<file path="src/hdl/b64d_pkg.sv">
`timescale 1ns / 1ps

package b64d_pkg;

	typedef enum logic [1:0] {
		KIND_DATA = 2'd0,
		KIND_OK   = 2'd1,
		KIND_FAIL = 2'd2
	} kind_t;

	localparam logic [7:0] CH_PAD = 8'h3D;

	// One mapped character: ok clear for a byte outside the alphabet
	typedef struct packed {
		logic       ok;
		logic       pad;
		logic [5:0] val;
	} sym_t;

	// Result set handed from the decoder to the output register
	typedef struct packed {
		logic [1:0]      cnt;
		kind_t           kind;
		logic [2:0][7:0] bytes;
	} res_t;

	function automatic logic is_space(input logic [7:0] ch);
		return ((ch >= 8'h09) && (ch <= 8'h0D)) || (ch == 8'h20);
	endfunction

	function automatic sym_t map_symbol(input logic [7:0] ch);
		sym_t       s;
		logic [7:0] t;
		s = '0;
		t = '0;
		priority if ((ch >= 8'h41) && (ch <= 8'h5A)) begin
			t = ch - 8'd65;
			s.ok = 1'b1;
		end else if ((ch >= 8'h61) && (ch <= 8'h7A)) begin
			t = ch - 8'd71;
			s.ok = 1'b1;
		end else if ((ch >= 8'h30) && (ch <= 8'h39)) begin
			t = ch + 8'd4;
			s.ok = 1'b1;
		end else if (ch == 8'h2B) begin
			t = 8'd62;
			s.ok = 1'b1;
		end else if (ch == 8'h2F) begin
			t = 8'd63;
			s.ok = 1'b1;
		end else if (ch == CH_PAD) begin
			s.ok  = 1'b1;
			s.pad = 1'b1;
		end else begin
			s.ok = 1'b0;
		end
		s.val = t[5:0];
		return s;
	endfunction

endpackage

</file>
<file path="src/hdl/b64d_decode.sv">
`timescale 1ns / 1ps

module b64d_decode (
	input  logic           clk,
	input  logic           arst_n,
	input  logic           ena,
	input  logic [7:0]     ch,
	input  logic           eot,
	output b64d_pkg::res_t res
);

	b64d_pkg::sym_t       grp_q [3];
	logic [1:0]           cnt_q;
	logic                 failed_q;

	b64d_pkg::sym_t       sym;
	logic                 skip;
	logic                 complete;
	logic                 bad_pad;
	logic [5:0]           v2;
	logic [5:0]           v3;
	logic [7:0]           b0;
	logic [7:0]           b1;
	logic [7:0]           b2;

	assign sym      = b64d_pkg::map_symbol(ch);
	assign skip     = failed_q || b64d_pkg::is_space(ch);
	assign complete = !eot && !skip && sym.ok && (cnt_q == 2'd3);
	assign bad_pad  = grp_q[0].pad || grp_q[1].pad;

	// padded symbols count as zero in the 24 bits
	assign v2 = grp_q[2].pad ? 6'd0 : grp_q[2].val;
	assign v3 = sym.pad ? 6'd0 : sym.val;
	assign b0 = {grp_q[0].val, grp_q[1].val[5:4]};
	assign b1 = {grp_q[1].val[3:0], v2[5:2]};
	assign b2 = {v2[1:0], v3};

	always_comb begin
		res = '0;
		res.kind = b64d_pkg::KIND_DATA;
		if (eot) begin
			res.cnt  = 2'd1;
			res.kind = (failed_q || (cnt_q != 2'd0)) ? b64d_pkg::KIND_FAIL
			                                         : b64d_pkg::KIND_OK;
		end else if (complete && !bad_pad) begin
			res.cnt      = 2'd1 + {1'b0, !grp_q[2].pad} + {1'b0, !sym.pad};
			res.bytes[0] = b0;
			// a padded third symbol drops the middle byte and closes the gap
			res.bytes[1] = grp_q[2].pad ? b2 : b1;
			res.bytes[2] = b2;
		end
	end

	always_ff @(posedge clk or negedge arst_n) begin
		if (!arst_n) begin
			cnt_q    <= 2'd0;
			failed_q <= 1'b0;
			grp_q[0] <= '0;
			grp_q[1] <= '0;
			grp_q[2] <= '0;
		end else if (ena) begin
			if (eot) begin
				cnt_q    <= 2'd0;
				failed_q <= 1'b0;
			end else if (!skip) begin
				if (!sym.ok) begin
					failed_q <= 1'b1;
				end else if (complete) begin
					cnt_q <= 2'd0;
					if (bad_pad) begin
						failed_q <= 1'b1;
					end
				end else begin
					unique case (cnt_q)
						2'd0:    grp_q[0] <= sym;
						2'd1:    grp_q[1] <= sym;
						default: grp_q[2] <= sym;
					endcase
					cnt_q <= cnt_q + 2'd1;
				end
			end
		end
	end

endmodule

</file>
<file path="src/hdl/b64d_out_buf.sv">
`timescale 1ns / 1ps

module b64d_out_buf (
	input  logic           clk,
	input  logic           arst_n,
	input  logic           load,
	input  b64d_pkg::res_t res,
	output logic           free,
	output logic           m_tvalid,
	input  logic           m_tready,
	output logic [7:0]     m_tdata,   // out_byte
	output logic [1:0]     m_tuser,   // kind
	output logic           m_tlast
);

	logic [1:0]            rem_q;
	logic [2:0][7:0]       data_q;
	b64d_pkg::kind_t       kind_q;
	logic                  pop;

	assign m_tvalid = (rem_q != 2'd0);
	assign pop      = m_tvalid && m_tready;
	assign free     = (rem_q == 2'd0) || ((rem_q == 2'd1) && m_tready);
	assign m_tdata  = data_q[0];
	assign m_tuser  = kind_q;
	assign m_tlast  = (rem_q == 2'd1);

	always_ff @(posedge clk or negedge arst_n) begin
		if (!arst_n) begin
			rem_q <= 2'd0;
		end else if (load && (res.cnt != 2'd0)) begin
			rem_q <= res.cnt;
		end else if (pop) begin
			rem_q <= rem_q - 2'd1;
		end
	end

	always_ff @(posedge clk) begin
		if (load && (res.cnt != 2'd0)) begin
			data_q <= res.bytes;
			kind_q <= res.kind;
		end else if (pop) begin
			// advance to the next byte of the set
			data_q <= {8'd0, data_q[2], data_q[1]};
		end
	end

endmodule

</file>
<file path="src/hdl/base64_stream_decoder_unit.sv">
`timescale 1ns / 1ps
// An accepted character beat is registered in the input stage, and once the result register
// is free its result set is loaded there. One character is taken per cycle while the result
// register is free; a completed group gives one to three bytes at one byte per cycle while
// m_tready is high; a group of two or three bytes holds the input until its last is taken.
// Reset (arst_n low) clears the group count, the failure flag and both valid stages
// at once; the block is ready for input as soon as reset is released.

module base64_stream_decoder_unit (
	input  logic       clk,
	input  logic       arst_n,
	input  logic       s_tvalid,
	output logic       s_tready,
	input  logic [7:0] s_tdata,   // in_char
	input  logic       s_tuser,   // end_of_text
	output logic       m_tvalid,
	input  logic       m_tready,
	output logic [7:0] m_tdata,   // out_byte
	output logic [1:0] m_tuser,   // kind
	output logic       m_tlast
);

	logic              valid_s1;
	logic [7:0]        char_s1;
	logic              eot_s1;
	logic              res_free;
	logic              adv_s1;
	b64d_pkg::res_t    res;

	assign adv_s1   = valid_s1 && res_free;
	assign s_tready = !valid_s1 || res_free;

	always_ff @(posedge clk or negedge arst_n) begin
		if (!arst_n) begin
			valid_s1 <= 1'b0;
		end else if (s_tready) begin
			valid_s1 <= s_tvalid;
		end
	end

	always_ff @(posedge clk) begin
		if (s_tready && s_tvalid) begin
			char_s1 <= s_tdata;
			eot_s1  <= s_tuser;
		end
	end

	b64d_decode u_decode (
		.clk    (clk),
		.arst_n (arst_n),
		.ena    (adv_s1),
		.ch     (char_s1),
		.eot    (eot_s1),
		.res    (res)
	);

	b64d_out_buf u_out_buf (
		.clk      (clk),
		.arst_n   (arst_n),
		.load     (adv_s1),
		.res      (res),
		.free     (res_free),
		.m_tvalid (m_tvalid),
		.m_tready (m_tready),
		.m_tdata  (m_tdata),
		.m_tuser  (m_tuser),
		.m_tlast  (m_tlast)
	);

endmodule

</file>
<file path="config.mk">
export PLATFORM = sky130hd
export DESIGN_NAME = base64_stream_decoder_unit
export DESIGN_NICKNAME = d
export VERILOG_FILES = /design/src/hdl/b64d_pkg.sv /design/src/hdl/b64d_decode.sv /design/src/hdl/b64d_out_buf.sv /design/src/hdl/base64_stream_decoder_unit.sv
export SDC_FILE = /design/constraint.sdc
export NUM_CORES = 1
export LEC_CHECK = 0
export ABC_AREA = 1
export BUFFER_PORTS_ARGS = -buffer_cell sky130_fd_sc_hd__buf_2
export CAP_MARGIN = 15
export CORE_ASPECT_RATIO = 0.8
export CORE_UTILIZATION = 65
export CTS_CLUSTER_SIZE = 24
export DETAILED_ROUTE_END_ITERATION = 10
export PLACE_DENSITY = 0.85
export SETUP_SLACK_MARGIN = 0.2
export SYNTH_ARGS = -nofsm -noshare
export SYNTH_HDL_FRONTEND = slang
export SYNTH_SLANG_ARGS = --single-unit
</file>
<file path="constraint.sdc">
create_clock -name clk -period 5.24 [get_ports clk]
set_input_delay 1.048 -clock clk [delete_from_list [all_inputs] [get_ports clk]]
set_output_delay 1.048 -clock clk [all_outputs]
set_load 0.02 [all_outputs]
</file>
==> results of run 1 <==
## power by group
| part | switching (uW) | internal (uW) | total, uW | leakage, uW |
|---|---|---|---|---|
| sequential | 89.5 | 734 | 823 | 0.000698 |
| clock | 189 | 218 | 407 | 0.0000923 |
| combinational | 504 | 214 | 718 | 0.00100 |
## path summary, 6_finish.rpt
check	slack (ns)	startpoint	cells past startpoint	to
setup / recovery	1.63	char_s1[0]$_DFFE_PP_	15	u_out_buf.m_tdata[1]$_DFFE_PP_
hold / removal	0.49	u_decode.b1[7]$_DFFE_PN0P_	2	u_decode.b1[7]$_DFFE_PN0P_
setup reg to reg	1.63	char_s1[0]$_DFFE_PP_	15	u_out_buf.m_tdata[1]$_DFFE_PP_
hold reg to reg	0.49	u_decode.b1[7]$_DFFE_PN0P_	2	u_decode.b1[7]$_DFFE_PN0P_
max in group asynchronous	4.11	arst_n	1	u_decode.b1[5]$_DFFE_PN0P_
min in group asynchronous	0.71	arst_n	1	u_decode.b0[7]$_DFFE_PN0P_
## stage by stage
| stage | cells | worst slack, ns |
|---|---|---|
| 2_1_floorplan | 404 | 2.16 |
| 3_3_place_gp | 474 | 1.79 |
| 3_5_place_dp | 474 | 1.69 |
| 4_1_cts | 490 | 1.67 |
| 5_1_grt | 490 | 1.35 |
| 6_report | 490 | 1.63 |
## cells by family after synthesis
logic type / after synthesis / share of synthesized area (%)
flip-flops: 62 / 48.9
AND/OR/NAND/NOR: 217 / 28.9
AO/OA/AOI/OAI: 41 / 6.31
XOR/XNOR: 7 / 1.74
adder cells (fa/ha/maj): 16 / 5.67
buffers and inverters: 61 / 8.51
## state kept, by name, summed over array words and instances (netlist names), 2 cells and up
name and count:
char_s1 8, u_decode.b0 8, u_decode.b1 4, u_decode.cnt_q 2, u_decode.grp_q 9, u_out_buf.data_q 16, u_out_buf.m_tdata 8, u_out_buf.m_tuser 2
u_out_buf.rem_q 2
## per-layer routing
layer  routed length [microns]  up-vias  part of all wire [%]  global-route usage [%]
met1                      3400     1266                    46                    38.3
met4                       122        0                   1.7                    8.90
met5                         0        -                     0                       0
li1                          -     1341                     -                       -
met3                       561       10                   7.6                    7.72
met2                      3260      125                    44                    45.0
## final cells by class
| cell class | count | share of cell area, % |
|---|---|---|
| tap | 62 | 2.05 |
| multi-input combinational | 281 | 39.6 |
| timing repair buffer | 25 | 3.30 |
| clock buffer | 10 | 3.37 |
| clock inverter | 6 | 1.68 |
| inverter | 44 | 4.42 |
| sequential | 62 | 45.5 |
## cell usage in the layout (no fill, tap or decap), types with 2 or more instances in the layout
| master | synthesis | routed |
|---|---|---|
| inv_2 | 5 | 5 |
| ha_1 | 16 | 16 |
| clkbuf_8 | 0 | 9 |
| nand4_1 | 4 | 4 |
| nand3_1 | 36 | 36 |
| edfxtp_1 | 35 | 35 |
| nand2_2 | 4 | 4 |
| nor2_2 | 4 | 4 |
| nand3b_1 | 2 | 2 |
| inv_1 | 38 | 38 |
| nand2_4 | 3 | 3 |
| clkinvlp_4 | 0 | 2 |
| xor2_1 | 7 | 7 |
| o21ai_0 | 24 | 24 |
| a21oi_1 | 9 | 9 |
| clkinv_2 | 0 | 2 |
| nand4_4 | 2 | 2 |
| dfrtp_1 | 27 | 27 |
| o21ai_1 | 5 | 5 |
| nand2_1 | 125 | 125 |
| buf_2 | 1 | 25 |
| nand4_2 | 2 | 2 |
| nor2_1 | 30 | 30 |
## worst min-delay path: stages, from the launching register on
cell and delay, ns:
dfrtp_1 0.35, nand2_1 0.05, o21ai_0 0.06
==> metrics.cfg, run 1 <==
[final_layout]
diodes = 0
area_delta_synth_final_pct = 7.41
final_core_util_pct = 74.0
fin_nets = 452
design_area_sq_um = 3790
multi_input_area_sq_um = 1500
final_layout_size_suffix_gt1_share_pct = 15.9
regArea_sq_um = 1730
fillers = 383

[yosys]
ys_async_sr_fraction_pct = 43.5
synth_ff_type = edfxtp_1
netlist.area_leader.share_pct = 29.8
synth_nets = 433
ys_seq_area_share_pct = 48.9
synth.most_common_cell = nand2_1
netlist_area_sq_um = 3530
synth_edf_count = 35
synth_top_area_cell = edfxtp_1
synth_seq_cells = 62
yosysUniqueCellTypes = 33
avgSynthCellArea_sq_um = 8.74
yosys-top-cells-count = 125 x nand2_1, 38 x inv_1, 36 x nand3_1, 35 x edfxtp_1, 30 x nor2_1
yosys_warnings = 0
syn_inst = 404
synth.area.top_cells = edfxtp_1 30%, dfrtp_1 19%, nand2_1 13%, ha_1 5.7%, nand3_1 5.1%

[power]
cellPowerDensity_nw_per_um2 = 514
p_leak_uw = 0.00179
p_total_uw = 1950
ir_drop_uv = 286

[timing]
period_minus_slack_ns = 3.61
timing.hold.ws_ns = 0.491
fmax_mhz = 277
finalCritPeriodShare_pct = 68.9
fin_tns_setup_ns = 0
rsz0062_at_grt = no
finalClockSkew_ns = 0.0131
maxSlewViolCount = 0
slew_headroom_pct = 32.7
hold_viol_final = 0
worst_pin_slew_ns = 1.01
finalSetupViolCount = 0

[run]
cap_violations = 0

[route]
drc = 4
drt_pre_antenna_iters = 8
antenna_left = 0
vias = 2742
wire_per_inst_microns = 15.0
via_per_inst = 5.60
drtIter0Drc = 311
drt-total-wl_mm = 7.35

[placed_design]
port_buffers = 25
placed_area_sq_um = 3600
gp_congestion = 0.980
dp_hpwl_mm = 5.42

[worst_setup_path]
slowest_stage = nand2_1
crit_family = simple AND/OR/NAND/NOR gates
path_cells = inv_1, ha_1, inv_1, nand2_1, nand2_1, a21oi_4, nor2_1, ha_1, inv_1, a21oi_1, nor2_1, nand2_4, nand2_4, inv_4, nand2_1
worstPathArrival_ns = 3.57
cp_max_fo = 24
critPathMaxStageDelay_ns = 0.76
path_class = reg2reg
required_ns = 5.20
crit_buf_inv = 4
startpoint_type = flop
cp-end-kind = flop

[grt]
grt_start_max_net_pins = 28
antenna_found_initial = 0
grt_pass1_vias = 2471
track_usage_pct = 28.2
grt_pass1_wl_mm = 11.9
grt_overflow_total = 0

[cts]
clkTransAtPathRegs_ns = 0.07
cts_tree = done
cts.sinks = 62
cts.htree.levels = 3
hold_buffers = 0
numCtsBuffers = 9
ctsRootBufferMaster = clkbuf_8
ctsResizeCount = 0
worstSkewPairLatency_ns = 0.35
clock_path_buffers = 2
post_cts_buffers = 0

[run_status]
violations = DRC
status = complete, but fails checks

[floorplanning]
dieHeight_microns = 67.9
die_area_sq_um = 5730
core_sq_um = 5120
rows = 23
initial_core_util_pct = 68.9
top_level_ports = 26
fp.dieW_microns = 84.4

[min_path]
hold_class = reg2reg

Power figures use the tool's default switching activity.
==> run 2: changes to the inputs <==
- ABC_AREA: 1 -> 0
- CORE_UTILIZATION: 65 -> 55
- PLACE_DENSITY: 0.85 -> 0.77
- clock period: 5.24 -> 2.95 ns (I/O delays scaled with it)
==> metrics.cfg, run 2 <==
[yosys]
synth_nets = 358  ; was 433
synth_mux_area_share_pct = 8.23  ; was 0%
synth_ff_type = edfxtp_1  ; unchanged
yosys-top-cells-count = 35 x edfxtp_1, 30 x nand2_1, 27 x dfrtp_1, 21 x mux2_2, 20 x o21ai_0  ; was 125 x nand2_1, 38 x inv_1, 36 x nand3_1, 35 x edfxtp_1, 30 x nor2_1
synth_compound_area_share_pct = 17.9  ; was 6.31%
synth_top_area_cell = edfxtp_1  ; unchanged
syn_inst = 329  ; was 404
synthXorXnorAreaFrac_pct = 0.729  ; was 1.74%
yosysUniqueCellTypes = 59  ; was 33
synth_top_family_by_area = compound AO/OA/AOI/OAI gates  ; was simple AND/OR/NAND/NOR gates
synthSimpleGateAreaFrac_pct = 14.7  ; was 28.9%
synth_seq_cells = 62  ; unchanged
avgSynthCellArea_sq_um = 11.0  ; was 8.74 sq um
synth-adder-area-share_pct = 5.56  ; was 5.67%
yosys_warnings = 0  ; unchanged
netlist.area_leader.share_pct = 29.2  ; was 29.8%
ys_seq_area_share_pct = 47.9  ; was 48.9%
netlist_area_sq_um = 3600  ; was 3530 sq um
ys_async_sr_fraction_pct = 43.5  ; unchanged
synth.most_common_cell = edfxtp_1  ; was nand2_1
synth_edf_count = 35  ; unchanged
synth.area.top_cells = edfxtp_1 29%, dfrtp_1 19%, mux2_2 6.6%, ha_1 5.6%, nand2_1 3.1%  ; was edfxtp_1 30%, dfrtp_1 19%, nand2_1 13%, ha_1 5.7%, nand3_1 5.1%

[worst_setup_path]
cp_max_fo = 8  ; was 24
required_ns = 3.05  ; was 5.20 ns
cp-end-kind = flop  ; unchanged
path_class = reg2reg  ; unchanged
path_cells = inv_2, ha_1, o22a_4, o311ai_4, buf_4, o311ai_4, a211oi_2, buf_4, o21ai_0  ; was inv_1, ha_1, inv_1, nand2_1, nand2_1, a21oi_4, nor2_1, ha_1, inv_1, a21oi_1, nor2_1, nand2_4, nand2_4, inv_4, nand2_1
crit_buf_inv = 3  ; was 4
crit_family = compound AO/OA/AOI/OAI gates  ; was simple AND/OR/NAND/NOR gates
startpoint_type = flop  ; unchanged
worstPathArrival_ns = 2.82  ; was 3.57 ns
slowest_stage = edfxtp_1  ; was nand2_1
critPathMaxStageDelay_ns = 0.53  ; was 0.76 ns

[power]
p_leak_uw = 0.00184  ; was 0.00179 uW
p_int_uw = 2370  ; was 1170 uW
power.share.switching_pct = 37.0  ; was 40.2%
cellPowerDensity_nw_per_um2 = 864  ; was 514 nW/um^2
p_switching_uw = 1390  ; was 783 uW
power_frac_comb_pct = 39.6  ; was 36.9%
ir_drop_uv = 344  ; was 286 uV
p_seq_share_pct = 38.1  ; was 42.2%
clkPwrFrac_pct = 22.3  ; was 20.9%

[final_layout]
final_layout_size_suffix_gt1_share_pct = 34.3  ; was 15.9%
fillers = 429  ; was 383
diodes = 0  ; unchanged
largest_register_ffs = 16  ; unchanged
fin_nets = 415  ; was 452
largestRegisters = u_out_buf.data_q x16, u_decode.grp_q x9  ; unchanged
area_delta_synth_final_pct = 21.0  ; was 7.41%
regMostFlops = u_out_buf.data_q  ; unchanged
layout_common_cells = 38 x buf_4, 35 x edfxtp_1, 30 x nand2_1  ; was 125 x nand2_1, 38 x inv_1, 36 x nand3_1
mostFrequentLayoutCell = buf_4  ; was nand2_1
final_core_util_pct = 71.5  ; was 74.0%

[timing]
fmax_mhz = 368  ; was 277 MHz
period_minus_slack_ns = 2.72  ; was 3.61 ns
slew_headroom_pct = 57.2  ; was 32.7%
worst_pin_slew_ns = 0.636  ; was 1.01 ns
finalCritPeriodShare_pct = 92.2  ; was 68.9%
maxSlewViolCount = 0  ; unchanged
finalClockSkew_ns = 0.00914  ; was 0.0131 ns
fin_tns_setup_ns = 0  ; unchanged
rsz0062_at_grt = yes  ; was no
finalSetupViolCount = 0  ; unchanged
hold_viol_final = 0  ; unchanged

[min_path]
hold_class = in2async  ; was reg2reg

[floorplanning]
dieHeight_microns = 74.4  ; was 67.9 microns
top_level_ports = 26  ; unchanged
rows = 25  ; was 23
initial_core_util_pct = 59.1  ; was 68.9%
fp.dieW_microns = 92.5  ; was 84.4 microns
die_area_sq_um = 6880  ; was 5730 sq um
core_sq_um = 6100  ; was 5120 sq um

[route]
vias = 2825  ; was 2742
drt_pre_antenna_iters = 5  ; was 8
via_per_inst = 5.99  ; was 5.60
drtIter0Drc = 267  ; was 311
drt-total-wl_mm = 8.55  ; was 7.35 mm
antenna_left = 0  ; unchanged
drc = 0  ; was 4
wire_per_inst_microns = 18.1  ; was 15.0 microns

[placed_design]
dp_hpwl_mm = 5.80  ; was 5.42 mm
port_buffers = 25  ; unchanged
gp_congestion = 0.985  ; was 0.980

[cts]
cts.htree.levels = 3  ; unchanged
ctsRootBufferMaster = clkbuf_8  ; unchanged
cts_tree = done  ; unchanged
cts.sinks = 62  ; unchanged
clkTransAtPathRegs_ns = 0.08  ; was 0.07 ns
clock_path_buffers = 2  ; unchanged
worstSkewPairLatency_ns = 0.36  ; was 0.35 ns
numCtsBuffers = 9  ; unchanged

[grt]
antenna_found_initial = 0  ; unchanged
grt_pass1_vias = 2733  ; was 2471
grt_pass1_wl_mm = 13.3  ; was 11.9 mm
grt_start_max_net_pins = 28  ; unchanged
track_usage_pct = 25.8  ; was 28.2%
grt_overflow_total = 0  ; unchanged

[run_status]
status = finished, final reports clean  ; was complete, but fails checks

[run]
cap_violations = 0  ; unchanged

run 2: cell count changes after synthesis, sizes merged, moves of 21 or more:
| cell | previous run | this run |
|---|---|---|
| nand2 | 133 | 30 |
| nand3 | 38 | 7 |
| inv | 44 | 15 |
| nor2 | 35 | 13 |
| mux2 | 0 | 21 |
run 2: per-layer routing:
metal	track usage, %	wire [microns]	vias up
met3	8.08	518	16
met2	41.1	4050	107
met1	33.7	3850	1382
met4	9.38	140	0
met5	0	0	-
li1	-	-	1320
run 2: power by group through the flow:
stage	registers (uW)	logic (uW)	clock network, uW
floorplan	1430	986	0
CTS	1430	1400	848
global route	1470	1610	878
detailed placement	1450	1360	0
finish	1430	1490	840
global placement	1440	1320	0
run 2: final cells by class:
class                      count  area (sq um)  share of cell area, %
inverter                      15          56.3                   1.29
timing repair buffer          65           442                   10.1
clock buffer                   9           124                   2.84
sequential                    62          1730                   39.6
tap                           81           101                   2.32
clock inverter                 7          97.6                   2.24
multi-input combinational    233          1810                   41.6
run 2: path summary, 6_finish.rpt:
kind / startpoint / slack, ns / cells past startpoint / end
min in group clk: s_tdata[3] / 0.41 / 1 / char_s1[3]$_DFFE_PP_
max in group asynchronous: arst_n / 2.29 / 1 / u_decode.grp_q[4]$_DFFE_PN0P_
hold reg to reg: u_decode.grp_q[1]$_DFFE_PN0P_ / 0.50 / 1 / u_decode.grp_q[1]$_DFFE_PN0P_
hold / removal: arst_n / 0.24 / 1 / u_decode.cnt_q[0]$_DFFE_PN0P_
setup / recovery: char_s1[3]$_DFFE_PP_ / 0.23 / 9 / u_out_buf.m_tdata[6]$_DFFE_PP_
setup reg to reg: char_s1[3]$_DFFE_PP_ / 0.23 / 9 / u_out_buf.m_tdata[6]$_DFFE_PP_
run 2: stage by stage:
step / setup slack, ns / power [uW] / instances / instance area, sq um / hold slack [ns]
floorplan: 0.204 / 2420 / 329 / 3620 / 0.294
global placement: 0.156 / 2760 / 442 / 3940 / 0.481
global route: 0.0890 / 3960 / 472 / 4360 / 0.293
finish: 0.229 / 3770 / 472 / 4360 / 0.243
detailed placement: 0.0675 / 2810 / 442 / 3940 / 0.486
CTS: 0.186 / 3680 / 466 / 4240 / 0.258
run 2: cells by family after synthesis:
group,Yosys count
buffers and inverters,34
AND/OR/NAND/NOR,100
AO/OA/AOI/OAI,87
flip-flops,62
XOR/XNOR,3
adder cells (fa/ha/maj),16
multiplexers,27
run 2: repair_timing:
| action | in CTS | in global routing |
|---|---|---|
| cloned | 0 | 1 |
| gates resized for setup | 4 | 24 |
| pin swaps | 3 | 2 |
| hold buffers | 0 | 0 |
| setup endpoints to repair | 29 | 69 |
| setup buffers | 8 | 5 |
run 2: worst register-to-register path, cell delays in order (launching register included):
cell	delay (ns)
edfxtp_1	0.53
inv_2	0.14
ha_1	0.27
o22a_4	0.28
o311ai_4	0.37
buf_4	0.20
o311ai_4	0.11
a211oi_2	0.27
buf_4	0.21
o21ai_0	0.10
